**src/design/mmh_pkg.sv**
```systemverilog
`timescale 1ns / 1ps
// shared types, constants and queue entry format for the murmur3 128-bit hash core
// no dependencies

package mmh_pkg;

  localparam int unsigned QueueDepth = 2;

  localparam logic [63:0] MixC1 = 64'h87c37b91114253d5;
  localparam logic [63:0] MixC2 = 64'h4cf5ad432745937f;
  localparam logic [63:0] AddH1 = 64'h0000000052dce729;
  localparam logic [63:0] AddH2 = 64'h0000000038495ab5;
  localparam logic [63:0] FinM1 = 64'hff51afd7ed558ccd;
  localparam logic [63:0] FinM2 = 64'hc4ceb9fe1a85ec53;

  localparam logic [3:0] WordBytes = 4'd8;

  typedef struct packed {
    logic [63:0] data_word;
    logic [3:0]  valid_bytes;
    logic        last;
  } in_item_t;

  typedef struct packed {
    logic [63:0] hash_low;
    logic [63:0] hash_high;
    logic        ok;
  } out_item_t;

  // classified work for the back end
  typedef struct packed {
    logic [63:0] word;
    logic [3:0]  nbytes;
    logic        last;
    logic        hold;
    logic        do_k1;
    logic        k1_held;
    logic        do_k2;
    logic        do_mix;
  } q_entry_t;

  typedef struct packed {
    logic        start;
    logic [63:0] a;
    logic [63:0] b;
  } mul_req_t;

  typedef struct packed {
    logic        done;
    logic [63:0] p;
  } mul_rsp_t;

endpackage

```
**src/design/mmh_mul64.sv**
```systemverilog
`timescale 1ns / 1ps
// low half of a 64 by 64 product from three 32 by 32 partial products
// depends on mmh_pkg

module mmh_mul64 (
  input  logic              clk_i,
  input  logic              rst_ni,
  input  mmh_pkg::mul_req_t req_i,
  output mmh_pkg::mul_rsp_t rsp_o
);
  import mmh_pkg::*;

  localparam logic [1:0] StepLoLo = 2'd0;
  localparam logic [1:0] StepLoHi = 2'd1;
  localparam logic [1:0] StepLast = 2'd3;

  logic [63:0] a_q, b_q, pp_q, acc_q, prod, addend;
  logic [31:0] x, y;
  logic [1:0]  cnt_q;
  logic        busy_q, done_q;

  always_comb begin
    case (cnt_q)
      StepLoLo: begin
        x = a_q[31:0];
        y = b_q[31:0];
      end
      StepLoHi: begin
        x = a_q[31:0];
        y = b_q[63:32];
      end
      default: begin
        x = a_q[63:32];
        y = b_q[31:0];
      end
    endcase
    prod   = 64'(x) * 64'(y);
    addend = (cnt_q == StepLoHi) ? pp_q : {pp_q[31:0], 32'h0};
  end

  assign rsp_o.done = done_q;
  assign rsp_o.p    = acc_q;

  always_ff @(posedge clk_i or negedge rst_ni) begin
    if (!rst_ni) begin
      busy_q <= 1'b0;
      cnt_q  <= '0;
      done_q <= 1'b0;
    end else begin
      done_q <= busy_q && (cnt_q == StepLast);
      if (req_i.start) begin
        busy_q <= 1'b1;
        cnt_q  <= StepLoLo;
      end else if (busy_q) begin
        cnt_q <= cnt_q + 1'b1;
        if (cnt_q == StepLast) begin
          busy_q <= 1'b0;
        end
      end
    end
  end

  always_ff @(posedge clk_i) begin
    if (req_i.start) begin
      a_q   <= req_i.a;
      b_q   <= req_i.b;
      acc_q <= '0;
    end else if (busy_q) begin
      pp_q <= prod;
      if (cnt_q != StepLoLo) begin
        acc_q <= acc_q + addend;
      end
    end
  end

endmodule

```
**config.mk**
```make
export PLATFORM = sky130hd
export DESIGN_NAME = mmh_mul64
export DESIGN_NICKNAME = d
export VERILOG_FILES = /design/src/design/mmh_pkg.sv /design/src/design/mmh_mul64.sv
export SDC_FILE = /design/constraint.sdc
export NUM_CORES = 2
export LEC_CHECK = 0
export ABC_CLOCK_PERIOD_IN_PS = 9800
export BUFFER_PORTS_ARGS = -buffer_cell sky130_fd_sc_hd__buf_4
export CAP_MARGIN = 20
export CORE_MARGIN = 3
export CORE_UTILIZATION = 50
export CTS_CLUSTER_DIAMETER = 120
export DETAILED_ROUTE_END_ITERATION = 8
export GPL_TIMING_DRIVEN = 0
export PLACE_DENSITY = 0.67
export SLEW_MARGIN = 20
export SYNTH_ARGS = -nofsm -noshare
export SYNTH_HDL_FRONTEND = slang
export SYNTH_SLANG_ARGS = --single-unit
```
**constraint.sdc**
```tcl
create_clock -name clk_i -period 9.8 [get_ports clk_i]
set_input_delay 1.96 -clock clk_i [delete_from_list [all_inputs] [get_ports clk_i]]
set_output_delay 1.96 -clock clk_i [all_outputs]
set_load 0.01 [all_outputs]
```
# == Word-level counts from Yosys, hierarchy flattened ==
# Index checks and enable logic that the tools add are counted.
# totals
reg_bits,260
in_bits,131
output_inout_bits,65
elab_cells,28
# op_classes
add_sub_neg,2
n_mul,1
eq_ne,2
mux,8
n_bitwise,1
n_reduce_logical,7
# op_table
operator,count
64-bit adder,1
32-bit by 32-bit multiplier with 64-bit output,1
32-bit 2-to-1 mux,2
64-bit 2-to-1 mux,1
2-bit 2-to-1 mux,2
2-bit AND reduction,2
2-bit nonzero test,2
1-bit 2-to-1 mux,3
"2-bit by 1-bit adder with 2-bit output, second input constant",1
"2-bit by 1-bit == test with 1-bit output, second input constant",1
"2-bit == test, second input constant",1
2-bit logical NOT,1
2-bit OR reduction,1
1-bit logical AND,1
1-bit NOT,1

# == Depth between registers and ports, before layout ==
# depth
word_depth,4
ltp_mapped,36
depth_no_buf,32

# == Worst setup path before layout ==
# OpenSTA, ideal clock, no wires.
# synth_path
path_kind,register to register
startpoint,register cnt_q[0]
endpoint,register pp_q[59] (data pin)
setup_time_ns,0.262
arrival_ns,8.712
required_ns,9.538
setup_slack_ns,0.826
stages_incl_launch_ff,32
path_buffers,4
synth_period_minus_slack_ns,8.974
path_cell_list,dfrtp_1 -> inv_1 -> ha_1 -> nor2_1 -> buf_2 -> buf_1 -> mux2i_1 -> clkbuf_1 -> nor2_1 -> fa_1 -> fa_1 -> inv_1 -> fa_1 -> fa_1 -> inv_1 -> fa_1 -> fa_1 -> fa_1 -> inv_1 -> fa_1 -> inv_1 -> ha_1 -> buf_2 -> nand4_1 -> nor4_1 -> and3_1 -> a2111oi_2 -> o41ai_2 -> a21o_1 -> a21oi_2 -> o31ai_1 -> xnor2_1
# synth_between
elab_chain_len,4
word_cells_on_any_way,6
cone_classes,mul: 1; eq/ne: 1; mux: 2; reduce/logical: 2
# synth_lines
item,line_no,rtl
start: declaration,mmh_mul64.sv:19,logic [1:0] cnt_q;
start signal: assignment,mmh_mul64.sv:53,cnt_q <= StepLoLo;
start signal: assignment,mmh_mul64.sv:55,cnt_q <= cnt_q + 1'b1;
2-bit by 1-bit == test with 1-bit output / 2-bit logical NOT (equally long branches),mmh_mul64.sv:23,case (cnt_q)
2-bit OR reduction (no source line),n/a,
32-bit 2-to-1 mux,mmh_mul64.sv:23,
32-bit by 32-bit multiplier with 64-bit output *,mmh_mul64.sv:37,prod = 64'(x) * 64'(y);
via prod[59],mmh_mul64.sv:17,"logic [63:0] a_q, b_q, pp_q, acc_q, prod, addend;"
end signal: assignment,mmh_mul64.sv:69,pp_q <= prod;
end: declaration,mmh_mul64.sv:17,
# The timed path passes the listed nets; every way through them passes the cells marked *.
# A chain may end at the register's enable or synchronous reset.

# == Final worst setup path ==
# layout_path
startpoint,register cnt_q[1]
endpoint,register pp_q[59] (data pin)
# Same word-level chain as after synthesis.

==> flow_summary.toml <==
[run_status]
result_of_the_run = "finished clean"

[worst_hold_path]
launch_point_of_the_worst_hold_path = "acc_q[13]"
hold_class = "register to register"

[logic_synthesis]
yosysSeqAreaShare_pct = 15.67
ys_types = 83
netlist_area_sq_um = 45610
synth-main-ff-cell = "edfxtp_1"
synth_compound_gate_area_share_pct = 7.237
yosys.area_share.simple_pct = 13.37
synth_async_sr_flop_share_pct = 1.538
arithmetic_cell_share_of_the_synthesized_area_counting_full_adders_half_adders_and_majority_gates_pct = 48.40
synth.ff_latch_count = 260
syn_inst = 4880
synth_edf_count = 192
post_synth_mux_area_share_pct = 3.791
synth_warn = 0
synth_xor_xnor_area_share_pct = 2.189
syn_area_per_cell_sq_um = 9.346
postSynthNetCount = 6237
combinational_family_with_the_most_area_after_synthesis = "adder cells"

[drt]
drt_pass1_iterations = 7
antenna_left = 0
post_drt_wl_per_cell_um = 27.45
drt_drc_violations_left = 0
viasPerCell = 5.899
routed_via_count = 37490
wl_um = 174500
detail_route.iter0.violations = 3872

[die]
fp.dieW_um = 308.0
die_area_sq_um = 94880
pin_count = 196
die_h_um = 308.0
fp-row-count = 110
core_area_sq_um = 90290
effective_utilization_at_floorplan_pct = 50.52

[global_routing]
globalRouteOverflowTotal = 0
maximum_number_of_pins_on_one_net_before_global_route_repair = 88
wire_length_of_the_first_global_routing_pass_um = 252900
antenna_found_initial = 12
grt_pass1_vias = 38540
grt_usage_pct = 37.36

[run]
max_cap_viol_count = 0

[place]
dp_hpwl_um = 144800
port_buffers = 195
globalplace.congestion = 1.058

[setup_path]
setup.worst_path.end_class = "register"
r2r_start = "cnt_q[1]"
setup.worst_path.start = "cnt_q[1]"
cp_data_required_time_ps = 10130
critical_path_peak_fanout = 10
cpPeakStageDelay_ps = 650
crit_slowest_cell = "fa_1"
path_class = "register to register"
worst_ep_arrival_time_ps = 9930
crit_top_cell = "fa_1"
worstSetupStartpointType = "register"

[finish]
synth_to_final_area_change_pct = 12.56
final_net_count = 6510
drive_above_1_share_pct = 12.40
layout.cells.most_common = "inv_1"
highest_count_cells_in_the_layout_ignoring_fill_and_taps = "inv_1 (901), fa_1 (896), nor2_1 (673), nand2_1 (589), ha_1 (329)"

[clock_network]
clkSinkCount = 260
htree_num_levels = 2
clock-root-buffer = "clkbuf_16"
tritoncts_clock_tree = "yes"
num_cts_buffers = 34
max-clock-path-buffers = 3
clk_latency_ps = 600
path_clk_slew_ps = 60

[timing]
worstMarginPinSlew_ps = 1062
timing.slew.headroom_pct = 27.15
final-max-slew-violation-count = 0
timing.fmax_mhz = 104.1
fin_skew_ps = 16.84
post-route-period-util_pct = 97.98
final_hold_violation_count = 0
finalSetupViolCount = 0
hold_slack_final_ps = 474.5
fin_crit_ps = 9602
## Yosys cell counts (16+ instances only)
cell	count	area (sq um)
ha_1	329	4116
nand3_1	38	190.2
mux2_2	94	1059
nor3_1	20	100.1
inv_1	901	3382
clkbuf_1	194	728.2
xnor2_1	74	648.1
o21ai_1	26	130.1
a21oi_1	183	915.9
fa_1	897	17960
nand2_1	589	2211
nor2b_1	21	131.4
o21ai_0	63	315.3
buf_1	16	60.06
edfxtp_1	192	5766
and3_1	19	118.9
xor2_1	40	350.3
nor2_1	676	2537
dfxtp_1	64	1281
and2_1	46	287.8
a31oi_1	21	131.4
a211oi_1	16	120.1
nand4_1	34	212.7
mux2i_1	67	670.6
a21o_1	70	525.5
o21bai_1	25	187.7
## registers in the layout, indices dropped and copies added, names as in the netlist
signal	count
a_q	64
busy_q	1
cnt_q	2
pp_q	64
acc_q	64
b_q	64
done_q	1
## routing by layer
layer  GRT usage (%)  vias up  part of all wire [%]
li1                -    15730                     -
met1           48.67    18910                    38
met2           54.94     2219                    42
met3           9.730      637                    11
met4           25.36        0                   8.4
met5               0        -                     0
## logic make-up after synthesis
| logic type | count (synthesis) |
|---|---|
| xor gates and xnor gates | 114 |
| muxes | 161 |
| and+or+nand+nor | 1488 |
| buffers and inverters | 1128 |
| AOI/OAI and AO/OA | 503 |
| adders and majority gates | 1226 |
| DFF | 260 |
## repair_timing
action                     4_1_cts  5_1_grt
buffers inserted                19       20
setup endpoints to repair       41       14
hold endpoints to repair         0        0
pin swaps                        2        7
gates resized for setup        242      112
hold buffers                     0        0
## worst paths after layout
path	end	slack [ps]	cells after the start
worst max-delay path	pp_q[59]	200	31
worst max register to register	pp_q[59]	200	31
max in group asynchronous	cnt_q[0]	8550	1
worst min-delay path	acc_q[13]	470	2
min in group asynchronous	done_q	1160	1
worst min register to register	acc_q[13]	470	2
## worst max-delay path: cells and delay by family, from the launching register on
kind / cells / cell delay (ps)
multiplexers: 1 / 520
AO/OA/AOI/OAI: 7 / 1300
XOR/XNOR: 1 / 150
flip-flops: 1 / 400
AND/OR/NAND/NOR: 3 / 630
buffers and inverters: 9 / 1650
adder cells (fa/ha/maj): 10 / 4640
## layout make-up
| cell class | count | area (sq um) |
|---|---|---|
| diodes | 2 | 5.005 |
| plain buffers | 215 | 1309 |
| clock buffers | 43 | 927.1 |
| clock inverters | 18 | 230.2 |
| fillers | 8202 | 38950 |
| inverters | 902 | 3386 |
| multi-input cells | 3492 | 34860 |
| flip-flops and latches | 260 | 7147 |
| well taps | 1176 | 1471 |
| repair buffers | 248 | 2003 |
## stage by stage
step | setup slack [ps] | setup TNS (ps) | util [%] | std cells | instance area [sq um]
2_1_floorplan | 826.3 | 0 | - | 4880 | 45610
3_5_place_dp | -1771 | -38410 | 54.19 | 6265 | 48930
3_3_place_gp | -3009 | -97120 | 53.77 | 6251 | 48540
5_1_grt | -3.788 | -9.697 | 56.86 | 6354 | 51330
4_1_cts | 0.5995 | 0 | 56.48 | 6338 | 51000
6_report | 198.4 | 0 | 56.86 | 6356 | 51340
Power is not shown: default switching activity piles up to over one toggle a cycle in this logic, so the estimate is an artifact.
