==> src/design/mmh_pkg.sv <==
`timescale 1ns / 1ps
// shared types, constants and queue entry format for the murmur3 128-bit hash core
// no dependencies

package mmh_pkg;

  localparam int unsigned QueueDepth = 2;

  localparam logic [63:0] MixC1 = 64'h87c37b91114253d5;
  localparam logic [63:0] MixC2 = 64'h4cf5ad432745937f;
  localparam logic [63:0] AddH1 = 64'h0000000052dce729;
  localparam logic [63:0] AddH2 = 64'h0000000038495ab5;
  localparam logic [63:0] FinM1 = 64'hff51afd7ed558ccd;
  localparam logic [63:0] FinM2 = 64'hc4ceb9fe1a85ec53;

  localparam logic [3:0] WordBytes = 4'd8;

  typedef struct packed {
    logic [63:0] data_word;
    logic [3:0]  valid_bytes;
    logic        last;
  } in_item_t;

  typedef struct packed {
    logic [63:0] hash_low;
    logic [63:0] hash_high;
    logic        ok;
  } out_item_t;

  // classified work for the back end
  typedef struct packed {
    logic [63:0] word;
    logic [3:0]  nbytes;
    logic        last;
    logic        hold;
    logic        do_k1;
    logic        k1_held;
    logic        do_k2;
    logic        do_mix;
  } q_entry_t;

  typedef struct packed {
    logic        start;
    logic [63:0] a;
    logic [63:0] b;
  } mul_req_t;

  typedef struct packed {
    logic        done;
    logic [63:0] p;
  } mul_rsp_t;

endpackage

==> src/design/mmh_front.sv <==
`timescale 1ns / 1ps
// front end: accepts words, masks the last word and classifies each transfer
// depends on mmh_pkg

module mmh_front (
  input  logic              clk_i,
  input  logic              rst_ni,
  input  logic              in_valid_i,
  output logic              in_ready_o,
  input  mmh_pkg::in_item_t in_data_i,
  output logic              push_valid_o,
  input  logic              push_ready_i,
  output mmh_pkg::q_entry_t push_entry_o
);
  import mmh_pkg::*;

  logic       held_q, held_d;
  logic [3:0] nv;
  logic       accept;

  assign in_ready_o   = push_ready_i;
  assign push_valid_o = in_valid_i;
  assign accept       = in_valid_i && push_ready_i;

  always_comb begin
    nv = (in_data_i.valid_bytes > WordBytes) ? WordBytes : in_data_i.valid_bytes;
    push_entry_o         = '0;
    push_entry_o.word    = in_data_i.data_word;
    push_entry_o.last    = in_data_i.last;
    if (!in_data_i.last) begin
      push_entry_o.nbytes = WordBytes;
      if (held_q) begin
        push_entry_o.do_mix  = 1'b1;
        push_entry_o.do_k1   = 1'b1;
        push_entry_o.k1_held = 1'b1;
        push_entry_o.do_k2   = 1'b1;
      end else begin
        push_entry_o.hold = 1'b1;
      end
    end else begin
      push_entry_o.nbytes = nv;
      for (int i = 0; i < 8; i++) begin
        if (4'(i) >= nv) begin
          push_entry_o.word[8*i +: 8] = 8'h00;
        end
      end
      if (held_q) begin
        push_entry_o.do_k1   = 1'b1;
        push_entry_o.k1_held = 1'b1;
        push_entry_o.do_k2   = (nv != 4'd0);
        push_entry_o.do_mix  = (nv == WordBytes);
      end else begin
        push_entry_o.do_k1 = (nv != 4'd0);
      end
    end
  end

  always_comb begin
    held_d = held_q;
    if (accept) begin
      held_d = in_data_i.last ? 1'b0 : !held_q;
    end
  end

  always_ff @(posedge clk_i or negedge rst_ni) begin
    if (!rst_ni) begin
      held_q <= 1'b0;
    end else begin
      held_q <= held_d;
    end
  end

endmodule

==> config.mk <==
export PLATFORM = sky130hd
export DESIGN_NAME = mmh_front
export DESIGN_NICKNAME = d
export VERILOG_FILES = /design/src/design/mmh_pkg.sv /design/src/design/mmh_front.sv
export SDC_FILE = /design/constraint.sdc
export NUM_CORES = 1
export LEC_CHECK = 0
export BUFFER_PORTS_ARGS = -buffer_cell sky130_fd_sc_hd__clkbuf_2
export CORE_AREA = 2 2 57 59
export CTS_CLUSTER_SIZE = 10
export DETAILED_ROUTE_END_ITERATION = 7
export DIE_AREA = 0 0 59 61
export HOLD_SLACK_MARGIN = 0.02
export PLACE_DENSITY = 0.91
export SYNTH_ARGS = -nofsm -noshare
export SYNTH_HDL_FRONTEND = slang
export SYNTH_SLANG_ARGS = --single-unit
==> constraint.sdc <==
create_clock -name clk_i -period 1.8 [get_ports clk_i]
set_input_delay 0.27 -clock clk_i [delete_from_list [all_inputs] [get_ports clk_i]]
set_output_delay 0.27 -clock clk_i [all_outputs]
set_load 0.005 [all_outputs]
Word-level counts from Yosys, hierarchy flattened
Index checks and enable logic that the tools add are counted.

operators by class
  reduce and logical (&&, ||, !) cells = 3
  multiplexer cells = 18
  order comparisons = 9
  equal/unequal tests = 1

operator list
  cell                count
  $mux 64             1
  $mux 8              8
  $ge 3x4->1 const A  4
  $mux 4              4
  $ge 1x4->1 const A  2
  $ge 2x4->1 const A  2
  $eq 4x4->1 const B  1
  $gt 4x4->1 const B  1
  $mux 1              4
  $reduce_bool 4->1   1
  $mux 3              1
  $logic_and 1x1->1   1
  $logic_not 1->1     1

storage, ports and cells
  register bits after elaboration = 1
  output and inout bits = 76

Depth between registers and ports, before layout
Gate-level depths: netlist of run 1.

  depth after elaboration = 5
  mapped depth = 4

Worst setup path before layout of run 1
Ideal clock, no wire load.

  path type = input port to output port
  start = in in_data_i[0] in the netlist's numbering
  end = out push_entry_o[6] in the netlist's numbering
  stages on the path = 4
  path buffers = 2
  arrival time = 817 ps
  setup slack = 713 ps
  cell sequence = nor2b_1 -> buf_4 -> buf_6 -> and2_1

RTL lines
  element      RTL line         source
  from (decl)  mmh_front.sv:10  input mmh_pkg::in_item_t in_data_i,
  to (decl)    mmh_front.sv:13  output mmh_pkg::q_entry_t push_entry_o

==> results of run 1 <==
-- routing by layer --
metal / wire, um / GRT usage
met1: 953 / 0.1331
met2: 1442 / 0.2825
met3: 334 / 0.01066
met4: 0 / 0
met5: 0 / 0
-- placed cells by master, fill, tap and decap left out --
cell type,count
nor2b_1,23
buf_4,1
and2_1,3
clkbuf_2,148
nand2_1,3
nand3_2,1
a21boi_2,1
nor2_1,2
o41ai_1,1
nor2b_2,1
a21boi_1,32
and2b_1,2
a21boi_0,8
nor3b_4,1
o21ai_2,1
nand2b_1,1
inv_1,1
buf_12,1
nor4b_4,1
mux2_2,1
dfrtp_1,1
-- cell families (layout without fill, tap and decap cells) --
group / count (synthesis) / count (layout) / synth area share
AND/OR/NAND/NOR: 38 / 38 / 0.3610
flip-flops: 1 / 1 / 0.03454
multiplexers: 1 / 1 / 0.01554
buffers and inverters: 11 / 151 / 0.1347
AO/OA/AOI/OAI: 43 / 43 / 0.4542
-- path summary, 6_finish.rpt --
check	start	endpoint	cells after the start
max	in_data_i[2]	push_entry_o[10]	4
min	rst_ni	held_q	1
max reg2reg	held_q	held_q	2
min reg2reg	held_q	held_q	1
max in group asynchronous	rst_ni	held_q	1
min in group clk_i	held_q	held_q	1
-- power groups by stage --
stage	Combinational, uW	Sequential [uW]	Clock, uW
floorplan	160	32.9	0
global placement	346	34.8	0
detailed placement	352	34.6	0
CTS	353	34.7	0
global route	386	35.7	0
finish	346	34.6	0
-- through the flow --
stage / utilization / hold slack (ns) / setup slack, ns / std cells
after floorplan: - / -0.02559 / 0.7130 / 94
after global placement: 0.4886 / 0.04653 / 0.3465 / 267
after detailed placement: 0.4886 / 0.04728 / 0.3180 / 267
after CTS: 0.4886 / 0.04763 / 0.3162 / 267
after global routing: 0.4886 / 0.05076 / 0.2290 / 267
final: 0.4886 / 0.04591 / 0.3094 / 267
-- area by class of cell --
type | count | area [sq um]
fill | 281 | 1510
timing repair buffer | 150 | 768.2
multi-input combinational | 82 | 604.3
tap | 33 | 41.29
sequential | 1 | 25.02
inverter | 1 | 3.754
==> reports/metrics.csv, run 1 <==
stage;metric;value;unit
run_status;run status;finished clean;
placement;DPL Wire Length;2471;um
final_layout;Regs by FF count;held_q x1;
yosys;Post-Syn Nets;167;
floorplanning;FP Rows;20;
final_layout;Largest Register;held_q;
critical_path;startpoint types;input port;
timing;setup TNS;0;ns
yosys;Synth Instances;94;
placement;post-placement cell area;1443;sq um
power;power share of the sequential group;0.091;
cts;post-cts resize count;0;
critical_path;cell repeated most along the worst path;clkbuf_2;
final_layout;number of flip-flops in the largest register;1;
timing;normalized max-slew margin;0.6199;
critical_path;Slowest-stage cell, CP;nor2_1;
timing;worst-margin pin slew;0.5680;ns
timing;fin. max-slew vios;0;
critical_path;crit-path max cell delay;0.49;ns
critical_path;crit path max fanout;9;
timing;Tmin final;1.491;ns
critical_path;worst path required time;1.53;ns
detailed_routing;drt drc;0;
yosys;most frequent cells after synthesis;32 x a21boi_1, 24 x nor2b_1, 8 x a21boi_0;
yosys;fraction of registers with async set or reset after synthesis;1.000;
detailed_routing;Initial DRT Pass Iterations;4;
critical_path;CP cell instances;clkbuf_2 > nor2_1 > a21boi_1 > clkbuf_2;
power;Pint;227.9;uW
yosys;Post-synth EDFFs;0;
job;max cap viols;0;
detailed_routing;post-route ant nets;0;
detailed_routing;Vias;1189;
cts;clock latency at the later pin of the worst-skew pair;0;ns
final_layout;Net count, final;309;
critical_path;critical path class;in2out;
cts;Post-CTS Hold Buffers;0;
yosys;synth warn;0;
yosys;sequential area share after synthesis;0.03454;
yosys;Post-Synthesis Cell Area;724.4;sq um
global_route;vias in the first global route;932;
yosys;Synth area leaders;a21boi_1 33%, nor2b_1 21%, a21boi_0 8.3%;
floorplanning;Die Width;59;um
final_layout;Area growth, synth to finish;99.14;%
min_path;HP Class;in2async;
detailed_routing;Routed WL per cell;10.22;um
power;Switching Share;0.4013;
critical_path;Worst setup EP type;output port;
floorplanning;core area;2953;sq um
yosys;top cell type's share of synthesized area;0.3316;
power;P_sw;152.8;uW
power;logic gate share of total power;0.909;
detailed_routing;initial DRC count;13;
power;leakage power;0.0008889;uW
floorplanning;starting density of the core;0.2453;
critical_path;CP top delay family;simple AND/OR/NAND/NOR gates;
timing;final hold violation count;0;
yosys;cell taking the most area after synthesis;a21boi_1;
power;Final Power;380.7;uW
critical_path;Worst Path Arrival;1.22;ns
yosys;Primary FF master, synth;dfrtp_1;
cts;Clock Pin Slew Worst Setup and Hold Paths;0;ns
power;clock share of power;0;
power;PD cells;263.9;nW/um^2
floorplanning;Die ar.;3599;sq um
floorplanning;num ports;149;
global_route;global-route wire length before repair;3705;um
timing;final period utilization;0.8281;
cts;Post-CTS Setup Inserts;0;
timing;fmax;670.9;MHz
power;VDD IR max;0.0001427;V
yosys;top-count cell post-synth;a21boi_1;
final_layout;layout cell share with drive strength beyond 1;0.6709;
placement;routability cong.;0.7170;
final_layout;Final Cell Area;1443;sq um
timing;RSZ-0062 raised after global routing;no;
detailed_routing;vias per cell;4.453;
yosys;library cells used by synthesis;19;
timing;Layout Skew;0;ns
timing;Final setup violation count;0;
floorplanning;Die Ht;61;um
global_route;antenna violations before repair;0;
global_route;All-Layer GR Usage;0.1271;
final_layout;diodes inserted;0;
global_route;grt ovf;0;
critical_path;reg2reg setup slack;0.96;ns
yosys;Yosys reg bits;1;
detailed_routing;Total Wirelength;2729;um
yosys;syn_area_per_cell;7.707;sq um
placement;PortBufs;148;
global_route;largest net degree at the start of global routing;35;
critical_path;Buf/Inv on CP;2;
(Power assumes the default switching activity.)
==> inputs of run 2 (changes only) <==
- ABC_AREA: not set -> 1
- CORE_AREA: 2 2 57 59 -> not set
- CORE_MARGIN: not set -> 2
- CORE_UTILIZATION: not set -> 24
- DIE_AREA: 0 0 59 61 -> not set
- clock period: 1.8 -> 1.4 ns (I/O delays scaled with it)
==> reports/metrics.csv, run 2 <==
stage;metric;value;unit;change
yosys;Post-Syn Nets;238;;was 167
yosys;top-count cell post-synth;inv_1;;was a21boi_1
global_route;vias in the first global route;1117;;was 932
yosys;most frequent cells after synthesis;73 x inv_1, 64 x nor2_1, 9 x a21oi_1;;was 32 x a21boi_1, 24 x nor2b_1, 8 x a21boi_0
yosys;cell taking the most area after synthesis;inv_1;;was a21boi_1
timing;fmax;770.9;MHz;
placement;post-placement cell area;1453;sq um;was 1443 sq um
global_route;global-route wire length before repair;4367;um;was 3705 um
detailed_routing;Vias;1339;;was 1,189
critical_path;reg2reg setup slack;0.61;ns;was 0.96 ns
timing;Final setup violation count;0;;unchanged
final_layout;layout cell share with drive strength beyond 1;0.4984;;was 0.6709
critical_path;Worst Path Arrival;1.09;ns;was 1.22 ns
detailed_routing;vias per cell;3.915;;was 4.453
detailed_routing;Total Wirelength;2894;um;was 2729 um
timing;final period utilization;0.9266;;
yosys;fraction of registers with async set or reset after synthesis;1.000;;unchanged
critical_path;Worst setup EP type;output port;;unchanged
final_layout;Largest Register;held_q;;unchanged
timing;setup TNS;0;ns;unchanged
critical_path;worst path required time;1.19;ns;was 1.53 ns
global_route;antenna violations before repair;0;;unchanged
yosys;Primary FF master, synth;dfrtp_1;;unchanged
final_layout;Final Cell Area;1463;sq um;was 1443 sq um
min_path;hold_sp;push_ready_i;;
min_path;HP Class;in2reg;;was in2async
critical_path;crit path max fanout;16;;was 9
critical_path;worst reg2reg endpoint;held_q;;unchanged
final_layout;diodes inserted;0;;unchanged
detailed_routing;post-route ant nets;0;;unchanged
yosys;Yosys reg bits;1;;unchanged
job;max cap viols;0;;unchanged
global_route;largest net degree at the start of global routing;17;;was 35
yosys;Synth area leaders;inv_1 39%, nor2_1 35%, a21oi_1 6.5%;;was a21boi_1 33%, nor2b_1 21%, a21boi_0 8.3%
min_path;Hold EP;held_q;;
global_route;All-Layer GR Usage;0.1559;;was 0.1271
detailed_routing;initial DRC count;28;;was 13
final_layout;Net count, final;386;;was 309
final_layout;Area growth, synth to finish;110.3;%;was 99.14%
floorplanning;Die Ht;57.84;um;was 61 um
detailed_routing;drt drc;0;;unchanged
min_path;WHS Path Cells;3;;
timing;worst-margin pin slew;0.3368;ns;was 0.5680 ns
final_layout;commonest non-fill, non-tap cell in the layout;clkbuf_2;;unchanged
timing;RSZ-0062 raised after global routing;yes;;was no
timing;final hold violation count;0;;unchanged
run_status;run status;finished clean;;unchanged
yosys;Synth Instances;165;;was 94
yosys;library cells used by synthesis;14;;was 19
floorplanning;Die Width;57.84;um;was 59 um
yosys;sequential area share after synthesis;0.03597;;was 0.03454
power;PD cells;317.8;nW/um^2;was 263.9 nW/um^2
critical_path;reg-to-reg startpoint;held_q;;unchanged
global_route;grt ovf;0;;unchanged
yosys;top cell type's share of synthesized area;0.3939;;was 0.3316
critical_path;critical path class;in2out;;unchanged
yosys;synth warn;0;;unchanged
floorplanning;core area;2758;sq um;was 2953 sq um
placement;PortBufs;148;;unchanged
cts;Clock Pin Slew Worst Setup and Hold Paths;0;ns;about the same
final_layout;number of flip-flops in the largest register;1;;unchanged
detailed_routing;Initial DRT Pass Iterations;3;;was 4
power;VDD IR max;0.0003136;V;was 0.0001427 V
yosys;Post-synth EDFFs;0;;unchanged
floorplanning;starting density of the core;0.2523;;was 0.2453
timing;Tmin final;1.297;ns;
critical_path;startpoint types;input port;;unchanged
critical_path;reg2reg path depth;3;;was 2
placement;routability cong.;0.7243;;was 0.7170
power;leakage power;0.001199;uW;was 0.0008889 uW
final_layout;Final Util;0.5304;;was 0.4886
timing;normalized max-slew margin;0.7749;;was 0.6199
floorplanning;FP Rows;19;;was 20
timing;Layout Skew;0;ns;unchanged
placement;DPL Wire Length;2649;um;was 2471 um
yosys;Post-Synthesis Cell Area;695.7;sq um;was 724.4 sq um
final_layout;commonest non-fill, non-tap cells in the layout;148 x clkbuf_2, 73 x inv_1, 64 x nor2_1, 9 x a21oi_1, 4 x nand2_1;;was 148 x clkbuf_2, 32 x a21boi_1, 23 x nor2b_1, 8 x a21boi_0
cts;post-cts resize count;0;;unchanged
floorplanning;num ports;149;;unchanged
final_layout;Regs by FF count;held_q x1;;unchanged
timing;fin. max-slew vios;0;;unchanged
yosys;syn_area_per_cell;4.216;sq um;was 7.707 sq um
cts;Post-CTS Setup Inserts;0;;unchanged
cts;clock latency at the later pin of the worst-skew pair;0;ns;about the same
floorplanning;Die ar.;3345;sq um;was 3599 sq um
detailed_routing;Routed WL per cell;8.462;um;was 10.22 um
==> run 2: how the worst max path moves through the flow <==
| stage | to | start | slack, ns |
|---|---|---|---|
| 6_report | push_entry_o[47] | in_data_i[4] | 0.10 |
| 5_1_grt | push_entry_o[27] | in_data_i[3] | -0.02 |
| 4_1_cts | push_entry_o[47] | in_data_i[4] | 0.1 |
| 3_5_place_dp | push_entry_o[47] | in_data_i[4] | 0.1 |
| 3_3_place_gp | push_entry_o[45] | in_data_i[4] | 0.13 |
| 2_1_floorplan | push_entry_o[58] | in_data_i[4] | 0.33 |
==> run 2: area by class of cell <==
class | instances | area [sq um]
multi-input combinational | 85 | 355.3
tap | 31 | 38.79
fill | 294 | 1295
timing repair buffer | 151 | 765.7
sequential | 1 | 25.02
inverter | 74 | 277.8
==> run 2: critical path, cell delays in order <==
cell	delay, ns
clkbuf_2	0.08
inv_1	0.09
nand2_2	0.13
nor2_4	0.33
a21oi_1	0.12
clkbuf_2	0.12
==> run 2: through the flow <==
stage / hold WS (ns) / setup slack (ns) / total power [uW] / cells
finish: 0.4832 / 0.1028 / 464.9 / 342
global route: 0.5322 / -0.02067 / 519.6 / 342
CTS: 0.4853 / 0.09504 / 470.8 / 342
detailed placement: -0.01160 / 0.09726 / 466.1 / 341
global placement: -0.01366 / 0.1286 / 458.6 / 341
floorplan: -0.08559 / 0.3306 / 218.1 / 165
==> run 2: report_power, final <==
group / leakage (uW) / internal [uW] / switching [uW]
registers: 0.0000116 / 33.8 / 3.19
clock network: 0 / 0 / 0
logic: 0.00119 / 223 / 204
total: 0.00120 / 257 / 208
==> run 2: cell families after synthesis <==
family / share of synthesized area
flops: 0.03597
buf+inv: 0.4532
compound gates: 0.09532
simple gates: 0.4155
==> run 2: what timing repair did <==
| action | in CTS | in global routing |
|---|---|---|
| endpoints found under the hold margin | 1 | 0 |
| hold buffers | 1 | 0 |
| endpoints found under the setup margin | 0 | 1 |
==> run 2: routing by layer <==
layer  GRT usage  vias up  part of all wire
met3     0.01563        2              0.10
met1      0.1554      542              0.36
met5           0        -                 0
met2      0.3442       72              0.53
li1            -      723                 -
met4     0.01329        0            0.0041
