<file path="src/design/mmh_pkg.sv">
`timescale 1ns / 1ps
// shared types, constants and queue entry format for the murmur3 128-bit hash core
// no dependencies

package mmh_pkg;

  localparam int unsigned QueueDepth = 2;

  localparam logic [63:0] MixC1 = 64'h87c37b91114253d5;
  localparam logic [63:0] MixC2 = 64'h4cf5ad432745937f;
  localparam logic [63:0] AddH1 = 64'h0000000052dce729;
  localparam logic [63:0] AddH2 = 64'h0000000038495ab5;
  localparam logic [63:0] FinM1 = 64'hff51afd7ed558ccd;
  localparam logic [63:0] FinM2 = 64'hc4ceb9fe1a85ec53;

  localparam logic [3:0] WordBytes = 4'd8;

  typedef struct packed {
    logic [63:0] data_word;
    logic [3:0]  valid_bytes;
    logic        last;
  } in_item_t;

  typedef struct packed {
    logic [63:0] hash_low;
    logic [63:0] hash_high;
    logic        ok;
  } out_item_t;

  // classified work for the back end
  typedef struct packed {
    logic [63:0] word;
    logic [3:0]  nbytes;
    logic        last;
    logic        hold;
    logic        do_k1;
    logic        k1_held;
    logic        do_k2;
    logic        do_mix;
  } q_entry_t;

  typedef struct packed {
    logic        start;
    logic [63:0] a;
    logic [63:0] b;
  } mul_req_t;

  typedef struct packed {
    logic        done;
    logic [63:0] p;
  } mul_rsp_t;

endpackage

</file>
<file path="src/design/mmh_back.sv">
`timescale 1ns / 1ps
// back end: key mix, body mix, tail and finalisation sequencer with output register
// depends on mmh_pkg and a mmh_mul64 unit through mul_req_t / mul_rsp_t

module mmh_back (
  input  logic               clk_i,
  input  logic               rst_ni,
  input  logic               pop_valid_i,
  output logic               pop_ready_o,
  input  mmh_pkg::q_entry_t  pop_entry_i,
  output mmh_pkg::mul_req_t  mul_req_o,
  input  mmh_pkg::mul_rsp_t  mul_rsp_i,
  output logic               out_valid_o,
  input  logic               out_ready_i,
  output mmh_pkg::out_item_t out_data_o
);
  import mmh_pkg::*;

  typedef enum logic [20:0] {
    ST_IDLE = 21'h000001,
    ST_K1A  = 21'h000002,
    ST_K1B  = 21'h000004,
    ST_K2A  = 21'h000008,
    ST_K2B  = 21'h000010,
    ST_MXA  = 21'h000020,
    ST_MXB  = 21'h000040,
    ST_MXC  = 21'h000080,
    ST_MXD  = 21'h000100,
    ST_FNA  = 21'h000200,
    ST_FNB  = 21'h000400,
    ST_FNC  = 21'h000800,
    ST_F1A  = 21'h001000,
    ST_F1B  = 21'h002000,
    ST_F1C  = 21'h004000,
    ST_F2A  = 21'h008000,
    ST_F2B  = 21'h010000,
    ST_F2C  = 21'h020000,
    ST_FND  = 21'h040000,
    ST_FNE  = 21'h080000,
    ST_OUT  = 21'h100000
  } state_e;

  function automatic logic [63:0] rotl(input logic [63:0] v, input int unsigned r);
    return (v << r) | (v >> (64 - r));
  endfunction

  state_e      state_q, state_d;
  logic        pend_q, pend_d;
  logic        out_valid_q, out_valid_d;
  out_item_t   out_q, out_d;
  logic [63:0] acc1_q, acc1_d, acc2_q, acc2_d, held_q, held_d, tot_q, tot_d;
  q_entry_t    cur_q, cur_d;
  logic [63:0] t_q, t_d, k1_q, k1_d, k2_q, k2_d, h1_q, h1_d, h2_q, h2_d;
  logic        ok_q, ok_d;
  logic        mul_state, mul_ack;
  logic [63:0] p;

  assign out_valid_o = out_valid_q;
  assign out_data_o  = out_q;
  assign p           = mul_rsp_i.p;
  assign mul_ack     = pend_q && mul_rsp_i.done;

  // operand selection for the shared multiplier
  always_comb begin
    mul_state = state_q inside {ST_K1A, ST_K1B, ST_K2A, ST_K2B, ST_F1B, ST_F1C,
                                ST_F2B, ST_F2C};
    mul_req_o.start = mul_state && !pend_q;
    case (state_q)
      ST_K1A: begin
        mul_req_o.a = cur_q.k1_held ? held_q : cur_q.word;
        mul_req_o.b = MixC1;
      end
      ST_K1B: begin
        mul_req_o.a = t_q;
        mul_req_o.b = MixC2;
      end
      ST_K2A: begin
        mul_req_o.a = cur_q.word;
        mul_req_o.b = MixC2;
      end
      ST_K2B: begin
        mul_req_o.a = t_q;
        mul_req_o.b = MixC1;
      end
      ST_F1B: begin
        mul_req_o.a = h1_q;
        mul_req_o.b = FinM1;
      end
      ST_F1C: begin
        mul_req_o.a = h1_q;
        mul_req_o.b = FinM2;
      end
      ST_F2B: begin
        mul_req_o.a = h2_q;
        mul_req_o.b = FinM1;
      end
      ST_F2C: begin
        mul_req_o.a = h2_q;
        mul_req_o.b = FinM2;
      end
      default: begin
        mul_req_o.a = '0;
        mul_req_o.b = '0;
      end
    endcase
  end

  always_comb begin
    state_d     = state_q;
    pend_d      = pend_q;
    out_valid_d = out_valid_q;
    out_d       = out_q;
    acc1_d      = acc1_q;
    acc2_d      = acc2_q;
    held_d      = held_q;
    tot_d       = tot_q;
    cur_d       = cur_q;
    t_d         = t_q;
    k1_d        = k1_q;
    k2_d        = k2_q;
    h1_d        = h1_q;
    h2_d        = h2_q;
    ok_d        = ok_q;
    pop_ready_o = 1'b0;

    if (mul_req_o.start) begin
      pend_d = 1'b1;
    end else if (mul_ack) begin
      pend_d = 1'b0;
    end
    if (out_valid_q && out_ready_i) begin
      out_valid_d = 1'b0;
    end

    case (state_q)
      ST_IDLE: begin
        pop_ready_o = 1'b1;
        if (pop_valid_i) begin
          tot_d = tot_q + 64'(pop_entry_i.nbytes);
          if (pop_entry_i.hold) begin
            held_d = pop_entry_i.word;
          end else begin
            cur_d = pop_entry_i;
            if (pop_entry_i.do_k1) begin
              state_d = ST_K1A;
            end else if (pop_entry_i.do_k2) begin
              state_d = ST_K2A;
            end else begin
              state_d = ST_FNA;
            end
          end
        end
      end
      ST_K1A: begin
        if (mul_ack) begin
          t_d     = rotl(p, 31);
          state_d = ST_K1B;
        end
      end
      ST_K1B: begin
        if (mul_ack) begin
          if (cur_q.do_mix) begin
            k1_d = p;
          end else begin
            acc1_d = acc1_q ^ p;
          end
          state_d = cur_q.do_k2 ? ST_K2A : ST_FNA;
        end
      end
      ST_K2A: begin
        if (mul_ack) begin
          t_d     = rotl(p, 33);
          state_d = ST_K2B;
        end
      end
      ST_K2B: begin
        if (mul_ack) begin
          if (cur_q.do_mix) begin
            k2_d    = p;
            state_d = ST_MXA;
          end else begin
            acc2_d  = acc2_q ^ p;
            state_d = ST_FNA;
          end
        end
      end
      ST_MXA: begin
        acc1_d  = rotl(acc1_q ^ k1_q, 27) + acc2_q;
        state_d = ST_MXB;
      end
      ST_MXB: begin
        acc1_d  = {acc1_q[61:0], 2'b00} + acc1_q + AddH1;
        state_d = ST_MXC;
      end
      ST_MXC: begin
        acc2_d  = rotl(acc2_q ^ k2_q, 31) + acc1_q;
        state_d = ST_MXD;
      end
      ST_MXD: begin
        acc2_d  = {acc2_q[61:0], 2'b00} + acc2_q + AddH2;
        state_d = cur_q.last ? ST_FNA : ST_IDLE;
      end
      ST_FNA: begin
        // empty message gives zero hashes and ok low
        if (tot_q == '0) begin
          h1_d    = '0;
          h2_d    = '0;
          ok_d    = 1'b0;
          state_d = ST_OUT;
        end else begin
          h1_d    = acc1_q ^ tot_q;
          h2_d    = acc2_q ^ tot_q;
          ok_d    = 1'b1;
          state_d = ST_FNB;
        end
      end
      ST_FNB: begin
        h1_d    = h1_q + h2_q;
        state_d = ST_FNC;
      end
      ST_FNC: begin
        h2_d    = h2_q + h1_q;
        state_d = ST_F1A;
      end
      ST_F1A: begin
        h1_d    = h1_q ^ (h1_q >> 33);
        state_d = ST_F1B;
      end
      ST_F1B: begin
        if (mul_ack) begin
          h1_d    = p ^ (p >> 33);
          state_d = ST_F1C;
        end
      end
      ST_F1C: begin
        if (mul_ack) begin
          h1_d    = p ^ (p >> 33);
          state_d = ST_F2A;
        end
      end
      ST_F2A: begin
        h2_d    = h2_q ^ (h2_q >> 33);
        state_d = ST_F2B;
      end
      ST_F2B: begin
        if (mul_ack) begin
          h2_d    = p ^ (p >> 33);
          state_d = ST_F2C;
        end
      end
      ST_F2C: begin
        if (mul_ack) begin
          h2_d    = p ^ (p >> 33);
          state_d = ST_FND;
        end
      end
      ST_FND: begin
        h1_d    = h1_q + h2_q;
        state_d = ST_FNE;
      end
      ST_FNE: begin
        h2_d    = h2_q + h1_q;
        state_d = ST_OUT;
      end
      ST_OUT: begin
        if (!out_valid_q || out_ready_i) begin
          out_valid_d     = 1'b1;
          out_d.hash_low  = h1_q;
          out_d.hash_high = h2_q;
          out_d.ok        = ok_q;
          acc1_d          = '0;
          acc2_d          = '0;
          tot_d           = '0;
          state_d         = ST_IDLE;
        end
      end
      default: begin
        state_d = ST_IDLE;
      end
    endcase
  end

  always_ff @(posedge clk_i or negedge rst_ni) begin
    if (!rst_ni) begin
      state_q     <= ST_IDLE;
      pend_q      <= 1'b0;
      out_valid_q <= 1'b0;
      acc1_q      <= '0;
      acc2_q      <= '0;
      held_q      <= '0;
      tot_q       <= '0;
    end else begin
      state_q     <= state_d;
      pend_q      <= pend_d;
      out_valid_q <= out_valid_d;
      acc1_q      <= acc1_d;
      acc2_q      <= acc2_d;
      held_q      <= held_d;
      tot_q       <= tot_d;
    end
  end

  always_ff @(posedge clk_i) begin
    out_q <= out_d;
    cur_q <= cur_d;
    t_q   <= t_d;
    k1_q  <= k1_d;
    k2_q  <= k2_d;
    h1_q  <= h1_d;
    h2_q  <= h2_d;
    ok_q  <= ok_d;
  end

endmodule

</file>
<file path="config.mk">
export PLATFORM = sky130hd
export DESIGN_NAME = mmh_back
export DESIGN_NICKNAME = d
export VERILOG_FILES = /design/src/design/mmh_pkg.sv /design/src/design/mmh_back.sv
export SDC_FILE = /design/constraint.sdc
export NUM_CORES = 2
export LEC_CHECK = 0
export BUFFER_PORTS_ARGS = -buffer_cell sky130_fd_sc_hd__buf_4
export CAP_MARGIN = 20
export CORE_MARGIN = 1.5
export CORE_UTILIZATION = 55
export CTS_BUF_LIST = sky130_fd_sc_hd__clkbuf_16
export DETAILED_ROUTE_END_ITERATION = 10
export HOLD_SLACK_MARGIN = 0.02
export PLACE_DENSITY = 0.71
export SYNTH_ARGS = -nofsm -noshare
export SYNTH_HDL_FRONTEND = slang
export SYNTH_SLANG_ARGS = --single-unit
export TNS_END_PERCENT = 10
</file>
<file path="constraint.sdc">
create_clock -name clk_i -period 8.64 [get_ports clk_i]
set_input_delay 2.16 -clock clk_i [delete_from_list [all_inputs] [get_ports clk_i]]
set_output_delay 2.16 -clock clk_i [all_outputs]
set_load 0.01 [all_outputs]
</file>
======== Yosys cells after proc, flatten, opt, wreduce, memory -nomap -nowiden ========
Cells that the tools add are included.
Widths: inputs -> output; s select.
storage, ports and cells
  register bits ........................... 797
  input port bits ......................... 143
  output and inout port bits .............. 260
cells by class
  add/sub/neg operators ................... 8
  equal/unequal tests ..................... 36
  muxes and demuxes ....................... 44
  bitwise gates (word level) .............. 14
  reduce and logical (&&, ||, !) cells .... 31
operators by type and width
  operator                count
  $pmux 128 s8            1
  $pmux 64 s4             4
  $mux 64                 12
  $pmux 21 s21            1
  $xor 64x64->64          6
  $add 64x64->64          5
  $pmux 64 s2             2
  $mux 21                 12
  $xor 64x31->64          3
  $or 64x31->64           2
  $add 64x30->64 const B  1
  $add 64x31->64 const B  1
  $add 64x4->64           1
  $logic_not 64->1        1
  $or 64x27->64           1
  $or 64x33->64           1
  $mux 10                 5
  $ne 2x2->1 const B      13
  $eq 21x1->1 const B     1
  $eq 21x10->1 const B    1
  $eq 21x11->1 const B    1
  $eq 21x12->1 const B    1
  $eq 21x13->1 const B    1
  $eq 21x14->1 const B    1
  other kinds (29)        55

======== Logic depth before layout (Yosys ltp) ========
  depth in word-level cells ............... 5
  depth in mapped cells ................... 16
  depth with buffers taken out ............ 15

======== Worst setup path after synthesis ========
No wires, ideal clock.
  path type ............................... input to register
  from .................................... input port pop_valid_i
  to ...................................... register cur_q[0] in the netlist's numbering (enable)
  data arrival time ....................... 6912 ps
  path slack .............................. 1149 ps
  cell stages on the path ................. 2
  cell sequence ........................... inv_1 nor3_1
between the ends
  word-level cells in the longest chain between the ends .. 1
ends and longest elaborated chain
  what                        line             RTL
  start: declaration          mmh_back.sv:8    input logic pop_valid_i,
  $reduce_and 3->1 (no line)  n/a
  end signal: assignment      mmh_back.sv:305  cur_q <= cur_d;
  end: declaration            mmh_back.sv:52   q_entry_t cur_q, cur_d;
Every way passes these cells.
A chain may end at the register's enable or synchronous reset.

==> impl_metrics.ini <==
[run_status]
status = finished, final reports clean

[pwr]
p_leak_nw = 28.4
vdd_drop_max_v = 0.000276
p_per_area_nw_per_um2 = 347

[route]
postRouteAntennaNets = 0
highest_layer = met5
drc = 0
dr.pass1.iters = 8
wl_per_cell_um = 33.1
wl_met3_um = 32800
viasPerCell = 7.02
wl_met2_um = 117000
wl_um = 266000
drt-initial-drc-count = 8221
drt-met1-wl_um = 94000
vias = 56383

[synthesis]
ys_warn_count = 0
synth.ff_latch_count = 797
synth_edf_count = 518
syn_avg_cell_area_um2 = 9.17
synth_cell_type_count = 92
ys_seq_area_frac = 0.381
ys.flop_type = edfxtp_1
syn-cell-area_um2 = 59100
async_reset_ff_frac = 0.350
netlist_instances = 6445

[clock_tree]
clock_latency_ns = 0.70
ctsResizeCount = 0
cts.sinks = 797
path_clk_slew_ns = 0.06
cts_buffers = 90
root_buffer = clkbuf_16
cts_tree = yes
clockBufferDepth = 3
h-tree-depth = 3
cts_hold_buf = 0
post_cts_buffers = 0

[sta]
worst_hold_slack_ns = 0.504
maxSlewHeadroom = 0.174
rsz0062_at_grt = false
maxSlewViolCount = 0
skew_ns = 0.0466
hold_viol = 0
setup_viol = 0
worstMarginPinSlew_ns = 1.24
period_share = 0.759
tns_ns = 0
min_period_ns = 6.55
clock.fmax_ghz = 0.153

[worst_setup_path]
worstSetupPathType = register to output port
worst_setup_path_start_kind = register
reg2reg_to = acc2_q[57]$_DFFE_PN0P_
critPathArrivalTime_ns = 4.39
reg2reg_depth = 12
r2r_setup_slack_ns = 3.09
regToRegStartpoint = acc2_q[61]$_DFFE_PN0P_
crit_path_end_kind = output port
required_ns = 6.48
crit_fanout = 53

[placed_design]
hpwlAfterDp_um = 201000
io_buffer_count = 400
gp_congestion = 1.06

[worst_hold_path]
hold_depth = 0
min-delay-start = ok_q$_DFFE_PP_
min_to = out_data_o[0]$_DFFE_PP_
hp-class = register to register

[global_routing]
grt_antenna_before_repair = 13
grt_pass1_vias = 53427
grt_pass1_wl_um = 371000
grt-ovfl-total = 0
grt_usage = 0.473
grt_max_degree = 146

[layout]
layout_common_cells = o21ai_0 (590), nand2_1 (571), a21oi_1 (552), edfxtp_1 (518), buf_4 (478)
drive_above_1_share = 0.113
mostFrequentLayoutCell = o21ai_0
fin_nets = 7155
area_delta_synth_final_pct = 11.4

[floorplan]
io_pins = 403
die_w_um = 331
core.rowCount = 120
start_util = 0.553
die-area_um2 = 109000
die_h_um = 331
core_area_um2 = 107000

[run]
maxCapViolCount = 0
sequential cells by signal, indices dropped and copies added, names as in the netlist:
| name | cells |
|---|---|
| cur_q | 68 |
| tot_q | 64 |
| acc2_q | 64 |
| held_q | 64 |
| h2_q | 64 |
| k1_q | 64 |
| k2_q | 64 |
| out_valid_o | 1 |
| pend_q | 1 |
| out_data_o | 129 |
| ok_q | 1 |
| h1_q | 64 |
| acc1_q | 64 |
| state_q | 21 |
| t_q | 64 |
layout make-up:
type,instances,area (um2)
fill,9074,41100
multi-input combinational,4960,34000
sequential,797,22500
timing repair buffer,484,3720
clock buffer,90,2250
tap,1403,1760
inverter,217,815
clock inverter,79,774
antenna,5,12.5
power by group:
group / internal [mW] / switching (mW)
Clock: 2.27 / 1.74
Sequential: 4.74 / 1.19
Combinational: 4.68 / 8.22
Total: 11.7 / 11.2
synth_stat cells, types with 27 or more instances:
cell type  number  share of area
mux2_2         64          0.012
or3_1          43         0.0046
edfxtp_1      518           0.26
nor2b_1        34         0.0036
a31oi_1        54         0.0057
nor4_1         41         0.0043
clkbuf_1      376          0.024
a21oi_1       555          0.047
a211oi_1       36         0.0046
xnor2_1       263          0.039
nor3_1         72         0.0061
o21bai_1       62         0.0079
a22oi_1       134          0.017
inv_1         214          0.014
a222oi_1       65          0.011
nand3_1       105         0.0089
nand2b_1       34         0.0036
nor2_1        412          0.026
o31ai_1        27         0.0034
nand2_1       575          0.037
a221oi_1       81          0.012
ha_1          458          0.097
o21ai_0       591          0.050
o21a_1         36         0.0046
and2_1         28         0.0030
a21o_1        206          0.026
nand4_1        99          0.010
dfrtp_1       278           0.12
o22ai_1        48         0.0051
nor3b_1        34         0.0043
xor2_1        421          0.062
buf_4          57         0.0072
and3_1         65         0.0069
through the flow:
step	total power, mW	instances	setup WS [ns]	area (um2)	utilization
after floorplan	13.8	6446	1.15	59100	-
after global placement	18.2	7859	2.94	62800	0.587
after detailed placement	18.3	7860	2.91	62800	0.587
after CTS	22.3	8029	2.14	65800	0.616
after global routing	23.8	8031	1.88	65800	0.616
final	22.9	8035	2.09	65800	0.616
critical path: stages (launching register included):
cell      delay (ns)
dfrtp_1         0.44
or4_1           0.57
nor3_1          0.24
nand3_1         0.15
or3_1           0.47
a21oi_4         0.58
buf_4           0.68
a222oi_1        0.20
nand2_1         0.15
buf_4           0.13
logic make-up after synthesis:
family	after synthesis	synth area share
AO/OA/AOI/OAI	2113	0.227
AND/OR/NAND/NOR	1621	0.130
flip-flops	797	0.381
buffers and inverters	689	0.0477
XOR/XNOR	684	0.101
adder cells (fa/ha/maj)	462	0.0983
multiplexers	78	0.0146
other	1	0.0000634
worst max path at each step:
| stage | start | to | slack, ns | cells after the start |
|---|---|---|---|---|
| 2_1_floorplan | pop_valid_i | cur_q[0]$_DFFE_PP_ | 1.15 | 2 |
| 3_3_place_gp | state_q[8]$_DFFE_PN0P_ | mul_req_o[92] | 2.94 | 9 |
| 3_5_place_dp | state_q[8]$_DFFE_PN0P_ | mul_req_o[114] | 2.91 | 9 |
| 4_1_cts | state_q[8]$_DFFE_PN0P_ | mul_req_o[95] | 2.14 | 9 |
| 5_1_grt | state_q[8]$_DFFE_PN0P_ | mul_req_o[114] | 1.88 | 10 |
| 6_report | state_q[8]$_DFFE_PN0P_ | mul_req_o[95] | 2.09 | 9 |
layer usage:
| layer | vias to the layer above | track usage |
|---|---|---|
| li1 | 24036 | - |
| met1 | 27113 | 0.572 |
| met2 | 4263 | 0.728 |
| met3 | 963 | 0.126 |
| met4 | 8 | 0.341 |
| met5 | - | 0 |
Power figures use the tool's default switching activity.
